--- config.mk ---
export PLATFORM = sky130hd
export DESIGN_NAME = fragment_completeness_tracker_top
export DESIGN_NICKNAME = d
export VERILOG_FILES = /design/src/rtl/core/fct_pkg.sv /design/src/rtl/core/fct_cfg_regs.sv /design/src/rtl/core/fct_tracker.sv /design/src/rtl/core/fragment_completeness_tracker_top.sv
export SDC_FILE = /design/constraint.sdc
export NUM_CORES = 2
export LEC_CHECK = 0
export BUFFER_PORTS_ARGS = -buffer_cell sky130_fd_sc_hd__buf_2
export CORE_AREA = 3 3 649 651
export CTS_CLUSTER_DIAMETER = 50
export CTS_CLUSTER_SIZE = 8
export DETAILED_ROUTE_END_ITERATION = 16
export DIE_AREA = 0 0 652 654
export SYNTH_ARGS = -nofsm -noshare
export SYNTH_HDL_FRONTEND = slang
export SYNTH_HIERARCHICAL = 1
export SYNTH_SLANG_ARGS = --single-unit
--- constraint.sdc ---
create_clock -name aclk -period 7.2 [get_ports aclk]
set_input_delay 0.36 -clock aclk [delete_from_list [all_inputs] [get_ports aclk]]
set_output_delay 0.36 -clock aclk [all_outputs]
set_load 0.01 [all_outputs]
--- src/rtl/core/fct_pkg.sv ---
`timescale 1ns / 1ps

package fct_pkg;

    // Bitmap capacity: sets, tasks and fragments per group
    localparam int CAPACITY = 32;
    localparam int IDX_W    = $clog2(CAPACITY);
    localparam int CNT_W    = 6;
    localparam int TAG_W    = 8;
    localparam int FIELD_W  = 8;
    localparam int OP_W     = 2;
    localparam int STATUS_W = 3;
    localparam int CFG_IDX_W  = 3;
    localparam int CFG_DATA_W = 8;

    typedef logic [CAPACITY-1:0] frag_map_t;
    typedef logic [CNT_W-1:0]    count_t;

    typedef enum logic [OP_W-1:0] {
        OP_CLEAR  = 2'd0,
        OP_CHECK  = 2'd1,
        OP_RECORD = 2'd2,
        OP_NONE   = 2'd3
    } op_t;

    typedef enum logic [STATUS_W-1:0] {
        ST_OK       = 3'd0,
        ST_INIT     = 3'd1,
        ST_REQUEST  = 3'd2,
        ST_SET      = 3'd3,
        ST_TASK     = 3'd4,
        ST_FRAGMENT = 3'd5
    } status_t;

    typedef enum logic [CFG_IDX_W-1:0] {
        CFG_CONFIGURED     = 3'd0,
        CFG_EXPECTED_REQ   = 3'd1,
        CFG_GENERAL_COUNT  = 3'd2,
        CFG_SET_COUNT      = 3'd3,
        CFG_PER_SET_COUNT  = 3'd4,
        CFG_TASK_COUNT     = 3'd5,
        CFG_PER_TASK_COUNT = 3'd6,
        CFG_UNUSED         = 3'd7
    } cfg_index_t;

    // Configuration as seen by the tracker, counts already clamped
    typedef struct packed {
        logic             configured;
        logic [TAG_W-1:0] expected_request;
        count_t           general_eff;
        count_t           set_eff;
        count_t           per_set_eff;
        count_t           task_eff;
        count_t           per_task_eff;
    } cfg_t;

    typedef struct packed {
        logic [OP_W-1:0]    op;
        logic [TAG_W-1:0]   request_tag;
        logic [FIELD_W-1:0] set_index;
        logic [FIELD_W-1:0] task_index;
        logic [FIELD_W-1:0] fragment_index;
    } item_t;

    function automatic count_t eff_count(input count_t n);
        if ({1'b0, n} > (CNT_W+1)'(CAPACITY)) begin
            return CNT_W'(CAPACITY);
        end
        return n;
    endfunction

    // n is already clamped to CAPACITY
    function automatic frag_map_t full_mask(input count_t n);
        if ({1'b0, n} >= (CNT_W+1)'(CAPACITY)) begin
            return '1;
        end
        return (frag_map_t'(1) << n[IDX_W-1:0]) - frag_map_t'(1);
    endfunction

endpackage

--- src/rtl/core/fct_cfg_regs.sv ---
`timescale 1ns / 1ps

module fct_cfg_regs (
    input  logic                          aclk,
    input  logic                          aresetn,
    input  logic                          cfg_wr_en,
    input  logic [fct_pkg::CFG_IDX_W-1:0] cfg_index,
    input  logic [fct_pkg::CFG_DATA_W-1:0] cfg_wdata,
    output fct_pkg::cfg_t                 cfg
);
    import fct_pkg::*;

    logic             configured_reg;
    logic [TAG_W-1:0] expected_request_reg;
    count_t           general_count_reg;
    count_t           set_count_reg;
    count_t           per_set_count_reg;
    count_t           task_count_reg;
    count_t           per_task_count_reg;

    always_ff @(posedge aclk) begin
        if (!aresetn) begin
            configured_reg       <= 1'b0;
            expected_request_reg <= '0;
            general_count_reg    <= '0;
            set_count_reg        <= '0;
            per_set_count_reg    <= '0;
            task_count_reg       <= '0;
            per_task_count_reg   <= '0;
        end else if (cfg_wr_en) begin
            case (cfg_index_t'(cfg_index))
                CFG_CONFIGURED:     configured_reg       <= cfg_wdata[0];
                CFG_EXPECTED_REQ:   expected_request_reg <= cfg_wdata[TAG_W-1:0];
                CFG_GENERAL_COUNT:  general_count_reg    <= cfg_wdata[CNT_W-1:0];
                CFG_SET_COUNT:      set_count_reg        <= cfg_wdata[CNT_W-1:0];
                CFG_PER_SET_COUNT:  per_set_count_reg    <= cfg_wdata[CNT_W-1:0];
                CFG_TASK_COUNT:     task_count_reg       <= cfg_wdata[CNT_W-1:0];
                CFG_PER_TASK_COUNT: per_task_count_reg   <= cfg_wdata[CNT_W-1:0];
                default: ;
            endcase
        end
    end

    // Clamp counts to capacity
    always_comb begin
        cfg.configured       = configured_reg;
        cfg.expected_request = expected_request_reg;
        cfg.general_eff      = eff_count(general_count_reg);
        cfg.set_eff          = eff_count(set_count_reg);
        cfg.per_set_eff      = eff_count(per_set_count_reg);
        cfg.task_eff         = eff_count(task_count_reg);
        cfg.per_task_eff     = eff_count(per_task_count_reg);
    end

endmodule

--- src/rtl/core/fct_tracker.sv ---
`timescale 1ns / 1ps

module fct_tracker (
    input  logic                         aclk,
    input  logic                         aresetn,
    input  logic                         advance,
    input  fct_pkg::item_t               item,
    input  fct_pkg::cfg_t                cfg,
    output logic [fct_pkg::STATUS_W-1:0] status,
    output logic                         all_complete
);
    import fct_pkg::*;

    frag_map_t general_reg,   general_next;
    frag_map_t set_done_reg,  set_done_next;
    frag_map_t task_done_reg, task_done_next;
    frag_map_t set_frag_reg  [CAPACITY];
    frag_map_t task_frag_reg [CAPACITY];

    status_t            status_c;
    logic               wr_gen, wr_set, wr_task, do_clear;
    logic               s_neg1, t_neg1, s_bad, t_bad, s_ovf, t_ovf;
    logic               frag_ge_gen, frag_ge_set, frag_ge_task;
    logic [IDX_W-1:0]   s_idx, t_idx;
    frag_map_t          frag_bit, set_row_new, task_row_new;
    logic               set_hit, task_hit;

    always_comb begin
        s_neg1 = (item.set_index  == '1);
        t_neg1 = (item.task_index == '1);
        s_bad  = item.set_index[FIELD_W-1]  && !s_neg1;
        t_bad  = item.task_index[FIELD_W-1] && !t_neg1;
        // Only meaningful where the index is non-negative
        s_ovf  = ({1'b0, item.set_index[FIELD_W-2:0]} >=
                  {{(FIELD_W-CNT_W){1'b0}}, cfg.set_eff});
        t_ovf  = ({1'b0, item.task_index[FIELD_W-2:0]} >=
                  {{(FIELD_W-CNT_W){1'b0}}, cfg.task_eff});
        frag_ge_gen  = item.fragment_index >= {{(FIELD_W-CNT_W){1'b0}}, cfg.general_eff};
        frag_ge_set  = item.fragment_index >= {{(FIELD_W-CNT_W){1'b0}}, cfg.per_set_eff};
        frag_ge_task = item.fragment_index >= {{(FIELD_W-CNT_W){1'b0}}, cfg.per_task_eff};

        s_idx    = item.set_index[IDX_W-1:0];
        t_idx    = item.task_index[IDX_W-1:0];
        frag_bit = frag_map_t'(1) << item.fragment_index[IDX_W-1:0];

        status_c = ST_OK;
        wr_gen   = 1'b0;
        wr_set   = 1'b0;
        wr_task  = 1'b0;
        do_clear = 1'b0;

        case (op_t'(item.op))
            OP_CLEAR: begin
                do_clear = 1'b1;
            end
            OP_CHECK: begin
                if (!cfg.configured) begin
                    status_c = ST_INIT;
                end else if (item.request_tag != cfg.expected_request) begin
                    status_c = ST_REQUEST;
                end else if (s_bad) begin
                    status_c = ST_SET;
                end else if (t_bad) begin
                    status_c = ST_TASK;
                end else if (t_neg1) begin
                    if (s_neg1) begin
                        status_c = frag_ge_gen ? ST_FRAGMENT : ST_OK;
                    end else if (s_ovf) begin
                        status_c = ST_SET;
                    end else begin
                        status_c = frag_ge_set ? ST_FRAGMENT : ST_OK;
                    end
                end else if (t_ovf) begin
                    status_c = ST_TASK;
                end else begin
                    status_c = frag_ge_task ? ST_FRAGMENT : ST_OK;
                end
            end
            OP_RECORD: begin
                if (!cfg.configured) begin
                    status_c = ST_FRAGMENT;
                end else if (s_neg1) begin
                    if (frag_ge_gen) status_c = ST_FRAGMENT;
                    else             wr_gen   = 1'b1;
                end else if (t_neg1) begin
                    if (item.set_index[FIELD_W-1] || s_ovf) status_c = ST_SET;
                    else if (frag_ge_set)                   status_c = ST_FRAGMENT;
                    else                                    wr_set   = 1'b1;
                end else if (item.task_index[FIELD_W-1] || t_ovf) begin
                    status_c = ST_TASK;
                end else if (frag_ge_task) begin
                    status_c = ST_FRAGMENT;
                end else begin
                    wr_task = 1'b1;
                end
            end
            default: ;
        endcase
    end

    // Read-modify-write of the selected row
    always_comb begin
        set_row_new  = set_frag_reg[s_idx]  | frag_bit;
        task_row_new = task_frag_reg[t_idx] | frag_bit;
        set_hit      = (set_row_new  == full_mask(cfg.per_set_eff));
        task_hit     = (task_row_new == full_mask(cfg.per_task_eff));

        general_next   = general_reg;
        set_done_next  = set_done_reg;
        task_done_next = task_done_reg;
        if (do_clear) begin
            general_next   = '0;
            set_done_next  = '0;
            task_done_next = '0;
        end else begin
            if (wr_gen)             general_next   = general_reg   | frag_bit;
            if (wr_set && set_hit)  set_done_next  = set_done_reg  | (frag_map_t'(1) << s_idx);
            if (wr_task && task_hit) task_done_next = task_done_reg | (frag_map_t'(1) << t_idx);
        end
    end

    always_ff @(posedge aclk) begin
        if (!aresetn) begin
            general_reg   <= '0;
            set_done_reg  <= '0;
            task_done_reg <= '0;
            for (int i = 0; i < CAPACITY; i++) begin
                set_frag_reg[i]  <= '0;
                task_frag_reg[i] <= '0;
            end
        end else if (advance) begin
            general_reg   <= general_next;
            set_done_reg  <= set_done_next;
            task_done_reg <= task_done_next;
            if (do_clear) begin
                for (int i = 0; i < CAPACITY; i++) begin
                    set_frag_reg[i]  <= '0;
                    task_frag_reg[i] <= '0;
                end
            end else begin
                if (wr_set)  set_frag_reg[s_idx]  <= set_row_new;
                if (wr_task) task_frag_reg[t_idx] <= task_row_new;
            end
        end
    end

    assign status = status_c;

    // Completion as seen after this item's update
    assign all_complete = cfg.configured
        && (cfg.general_eff == '0 || general_next   == full_mask(cfg.general_eff))
        && (cfg.set_eff     == '0 || set_done_next  == full_mask(cfg.set_eff))
        && (cfg.task_eff    == '0 || task_done_next == full_mask(cfg.task_eff));

endmodule

--- src/rtl/core/fragment_completeness_tracker_top.sv ---
`timescale 1ns / 1ps

// Fragment completeness tracker.
// Input channel (s_valid/s_ready) carries one operation per transfer: clear
// all bitmaps, check a fragment header, record a fragment or do nothing.
// Output channel (m_valid/m_ready) returns exactly one result per input
// transfer: a status code and the message-complete flag as it stands after
// that operation. Configuration is written one register per cycle through
// cfg_wr_en/cfg_index/cfg_wdata; the user must write it only while no
// operation is in flight, which the block does not enforce. A transfer
// waits in the input register until the output register has room, then is
// evaluated; its result is registered as the bitmaps are updated.
// One transfer per cycle while m_ready stays high; row updates take effect
// with the result, so back-to-back operations see each other's updates.
// Reset (aresetn low, synchronous) clears configuration, all bitmaps and
// both valid flags. When the receiver holds m_ready low, the result holds in
// the output register while one more transfer may wait in the input
// register; s_ready then drops until the result is taken.
module fragment_completeness_tracker_top (
    input  logic                            aclk,
    input  logic                            aresetn,
    // configuration write port
    input  logic                            cfg_wr_en,
    input  logic [fct_pkg::CFG_IDX_W-1:0]   cfg_index,
    input  logic [fct_pkg::CFG_DATA_W-1:0]  cfg_wdata,
    // input channel
    input  logic                            s_valid,
    output logic                            s_ready,
    input  logic [fct_pkg::OP_W-1:0]        s_op,
    input  logic [fct_pkg::TAG_W-1:0]       s_request_tag,
    input  logic signed [fct_pkg::FIELD_W-1:0] s_set_index,
    input  logic signed [fct_pkg::FIELD_W-1:0] s_task_index,
    input  logic [fct_pkg::FIELD_W-1:0]     s_fragment_index,
    // result channel
    output logic                            m_valid,
    input  logic                            m_ready,
    output logic [fct_pkg::STATUS_W-1:0]    m_status,
    output logic                            m_all_complete
);
    import fct_pkg::*;

    cfg_t  cfg;
    item_t item_reg, item_next;
    logic  in_valid_reg, in_valid_next;
    logic  out_valid_reg, out_valid_next;
    logic [STATUS_W-1:0] status_reg, status_next;
    logic  all_complete_reg, all_complete_next;
    logic  advance, s_xfer;
    logic [STATUS_W-1:0] eval_status;
    logic  eval_complete;

    fct_cfg_regs u_cfg (
        .aclk      (aclk),
        .aresetn   (aresetn),
        .cfg_wr_en (cfg_wr_en),
        .cfg_index (cfg_index),
        .cfg_wdata (cfg_wdata),
        .cfg       (cfg)
    );

    // Evaluate the held item once the output register has room
    assign advance = in_valid_reg && (!out_valid_reg || m_ready);
    assign s_ready = !in_valid_reg || advance;
    assign s_xfer  = s_valid && s_ready;

    fct_tracker u_tracker (
        .aclk         (aclk),
        .aresetn      (aresetn),
        .advance      (advance),
        .item         (item_reg),
        .cfg          (cfg),
        .status       (eval_status),
        .all_complete (eval_complete)
    );

    always_comb begin
        item_next = item_reg;
        if (s_xfer) begin
            item_next.op             = s_op;
            item_next.request_tag    = s_request_tag;
            item_next.set_index      = s_set_index;
            item_next.task_index     = s_task_index;
            item_next.fragment_index = s_fragment_index;
        end

        // Load on transfer, drop once handed to the output stage
        if (s_xfer)       in_valid_next = 1'b1;
        else if (advance) in_valid_next = 1'b0;
        else              in_valid_next = in_valid_reg;

        status_next       = status_reg;
        all_complete_next = all_complete_reg;
        if (advance) begin
            out_valid_next    = 1'b1;
            status_next       = eval_status;
            all_complete_next = eval_complete;
        end else if (m_ready) begin
            out_valid_next = 1'b0;
        end else begin
            out_valid_next = out_valid_reg;
        end
    end

    always_ff @(posedge aclk) begin
        if (!aresetn) begin
            in_valid_reg  <= 1'b0;
            out_valid_reg <= 1'b0;
        end else begin
            in_valid_reg  <= in_valid_next;
            out_valid_reg <= out_valid_next;
        end
    end

    // Payload registers, no reset
    always_ff @(posedge aclk) begin
        item_reg         <= item_next;
        status_reg       <= status_next;
        all_complete_reg <= all_complete_next;
    end

    assign m_valid        = out_valid_reg;
    assign m_status       = status_reg;
    assign m_all_complete = all_complete_reg;

endmodule
==> flow_summary.json <==
{
  "run_status": "finished clean",
  "holdBufCountCts": 45,
  "layout-drive-gt1-share": 0.169,
  "start_util": 0.249,
  "r2r_slack_ns": 0.53,
  "ctsResizeCount": 0,
  "drt_iter0_markers": 11100,
  "htreeDepth": 5,
  "nets": 8508,
  "rsz0062_at_grt": "no",
  "cp-start-kind": "flop",
  "min-delay-start": "cfg_wdata[1]",
  "skew_ns": 0.0655,
  "wl_um": 369000,
  "fp.dieArea_um2": 426000,
  "synth.avg_cell_area_um2": 12.5,
  "rows": 237,
  "hold_violations": 0,
  "slew_viol_final": 0,
  "root_buffer": "clkbuf_16",
  "clk_pin_slew_worst_paths_ns": 0.05,
  "async_reset_ff_frac": 0,
  "io_buffers": 55,
  "min_period_ns": 6.67,
  "final.setup.tns_ns": 0,
  "relSlewSlack": 0.186,
  "syn_nets": 8396,
  "yosys_warnings": 6,
  "reg2reg_to": "m_all_complete$_DFFE_PP_",
  "drv_cap": 0,
  "tightest_slew_ns": 1.22,
  "ys_seq_area_frac": 0.631,
  "synth_compound_area_frac": 0.0665,
  "critPathRequiredTime_ns": 7.94,
  "fin_crit_sh": 0.927,
  "first_pass_iters": 6,
  "grt_max_degree": 90,
  "setup_viol": 0,
  "finalPower_mw": 32.0,
  "synthXorXnorAreaFrac": 0.00633,
  "vias_per_cell": 5.21,
  "clockBufferDepth": 4,
  "cts-buffers-inserted": 324,
  "cts.sinks": 2223,
  "max_freq_ghz": 0.150,
  "cts_tree": "done",
  "rr_worst_depth": 17,
  "worstHoldEndpoint": "u_cfg/expected_request_reg[1]$_SDFFE_PN0P_",
  "gp_congestion": 0.985,
  "synthMuxAreaShare": 0.121,
  "arrival_ns": 7.42,
  "first_global_vias": 69500,
  "synth_area_um2": 104000,
  "synthToLayoutAreaGrowth_pct": 16.7,
  "track_usage": 0.167,
  "coreArea_um2": 416000,
  "grt_pass1_wl_um": 522000,
  "power.density_nw_per_um2": 264,
  "vdd_drop_max_uv": 177,
  "postCtsSetupBuffers": 0,
  "hp-class": "in2reg",
  "ioPinCount": 56,
  "synth_seq_cells": 2223,
  "hold_depth": 3,
  "rr_startpoint": "item_reg[8]$_DFFE_PP_",
  "final_antenna_net_count": 0,
  "hpwl_um": 234000,
  "die_y_um": 654,
  "synth_top_family_by_area": "simple AND/OR/NAND/NOR gates",
  "die_x_um": 652,
  "ys_types": 110,
  "critPathKind": "reg2reg",
  "netlist_instances": 8308,
  "grt-ovfl-total": 0,
  "wl_per_cell_um": 26.4,
  "leakage_nw": 42.8,
  "cp_max_fo": 14,
  "synthAdderAreaFrac": 0.00459,
  "vias": 72900,
  "worst_skew_pair.late_latency_ns": 0.89,
  "synth_edf_count": 2086,
  "synthFlopType": "edfxtp_1",
  "antenna_found_initial": 12,
  "end_kind": "flop",
  "drc_errors": 0,
  "synthSimpleGateAreaFrac": 0.134
}
-- worst max-delay path by stage --
stage / startpoint / end / cells after the start
floorplan: item_reg[16]$_DFFE_PP_ / m_all_complete$_DFFE_PP_ / 24
global placement: item_reg[16]$_DFFE_PP_ / m_all_complete$_DFFE_PP_ / 16
detailed placement: item_reg[16]$_DFFE_PP_ / m_all_complete$_DFFE_PP_ / 16
CTS: item_reg[16]$_DFFE_PP_ / m_all_complete$_DFFE_PP_ / 16
global route: item_reg[16]$_DFFE_PP_ / m_all_complete$_DFFE_PP_ / 17
finish: item_reg[8]$_DFFE_PP_ / m_all_complete$_DFFE_PP_ / 17
-- through the flow --
stage	instance area, um^2	hold WS [ns]	setup slack [ns]	util	cells
floorplan	104000	0.430	1.98	-	8308
global placement	112000	0.442	0.669	0.269	13500
detailed placement	112000	0.450	0.712	0.269	13500
CTS	121000	0.0233	0.737	0.291	14000
global route	121000	0.0504	0.385	0.291	14000
finish	121000	0.0618	0.526	0.291	14000
-- cell usage after synthesis (12+ instances only) --
| library cell | instances | area share |
|---|---|---|
| nor3_1 | 84 | 0.0041 |
| buf_1 | 25 | 0.00090 |
| o22ai_1 | 43 | 0.0026 |
| and3_1 | 32 | 0.0019 |
| nor4_1 | 39 | 0.0024 |
| nand4_1 | 30 | 0.0018 |
| clkbuf_1 | 582 | 0.021 |
| mux2_2 | 26 | 0.0028 |
| a31oi_1 | 57 | 0.0034 |
| a21o_1 | 25 | 0.0018 |
| and2_1 | 24 | 0.0014 |
| ha_1 | 38 | 0.0046 |
| a2111oi_0 | 12 | 0.0010 |
| a21oi_1 | 287 | 0.014 |
| nor2_1 | 2386 | 0.086 |
| dfxtp_1 | 137 | 0.026 |
| a221oi_1 | 20 | 0.0017 |
| a211oi_1 | 29 | 0.0021 |
| nor2b_1 | 56 | 0.0034 |
| nand3_1 | 79 | 0.0038 |
| xor2_1 | 36 | 0.0030 |
| or2_2 | 24 | 0.0014 |
| buf_4 | 40 | 0.0029 |
| mux2i_1 | 451 | 0.044 |
| edfxtp_1 | 2086 | 0.60 |
| a22oi_1 | 184 | 0.013 |
| a22o_1 | 25 | 0.0021 |
| or3_1 | 28 | 0.0017 |
| buf_2 | 70 | 0.0034 |
| inv_1 | 38 | 0.0014 |
| o211ai_1 | 30 | 0.0022 |
| xnor2_1 | 39 | 0.0033 |
| a32oi_1 | 12 | 0.0010 |
| nor3b_1 | 15 | 0.0011 |
| mux4_2 | 343 | 0.074 |
| nand2_1 | 391 | 0.014 |
| o2111ai_1 | 12 | 0.0010 |
| o21ai_0 | 99 | 0.0048 |
| or4_1 | 18 | 0.0013 |
| o31ai_1 | 15 | 0.0011 |
| nand2b_1 | 29 | 0.0017 |
| a41oi_1 | 35 | 0.0030 |
| buf_6 | 52 | 0.0056 |
-- layout by cell type (no fill, tap or decap), types with 39 or more instances in the layout --
cell type / synthesis / routed
a21oi_1: 287 / 276
nor3_1: 84 / 73
dfxtp_1: 137 / 137
xnor2_1: 39 / 39
mux4_2: 343 / 343
o21ai_0: 99 / 99
buf_2: 70 / 55
o22ai_1: 43 / 43
dlygate4sd3_1: 0 / 45
mux2i_1: 451 / 451
nand2_1: 391 / 328
nand2_2: 1 / 63
edfxtp_1: 2086 / 2086
buf_4: 40 / 424
clkbuf_16: 0 / 329
a22oi_1: 184 / 184
nand3_1: 79 / 78
nor2b_1: 56 / 49
nor2_1: 2386 / 2368
a31oi_1: 57 / 57
-- layout make-up --
type	instances	area, um^2
fill	41700	295000
sequential	2223	65400
multi-input combinational	5260	35100
clock buffer	367	8390
tap	5497	6880
timing repair buffer	562	4670
clock inverter	26	397
inverter	49	184
antenna	9	22.5
-- power by group --
group	switching (mW)	total (mW)	leakage, nW	internal, mW
clock network	5.40	13.6	4.28	8.23
registers	0.157	14.8	22.8	14.7
logic	2.57	3.56	15.8	0.996
-- worst max-delay path, cell delays in order (launching register included) --
cell and delay, ns:
edfxtp_1 0.63, buf_12 0.24, buf_4 0.25, mux4_2 0.55
a22oi_1 0.33, o211ai_1 0.40, o31ai_1 0.36, or4b_1 0.46
a22oi_1 0.24, nand4_2 0.29, nor4_1 0.62, and2_1 0.39
a211oi_1 0.12, a2111oi_0 0.49, nand4_1 0.15, nor4_1 0.47
nand4_1 0.26, o2bb2a_1 0.29
-- routing by layer --
layer	vias up	share of wire	track usage
li1	30600	-	-
met1	36900	0.39	0.222
met2	4653	0.45	0.258
met3	825	0.11	0.0340
met4	2	0.054	0.0807
met5	-	0.000049	0
-- logic make-up after synthesis --
logic type / Yosys count
xor+xnor: 75
simple gates: 3315
fa+ha+maj: 38
mux: 820
flops: 2223
compound gates: 1012
buf+inv: 825
No activity file was read; power rests on OpenSTA's default activity.
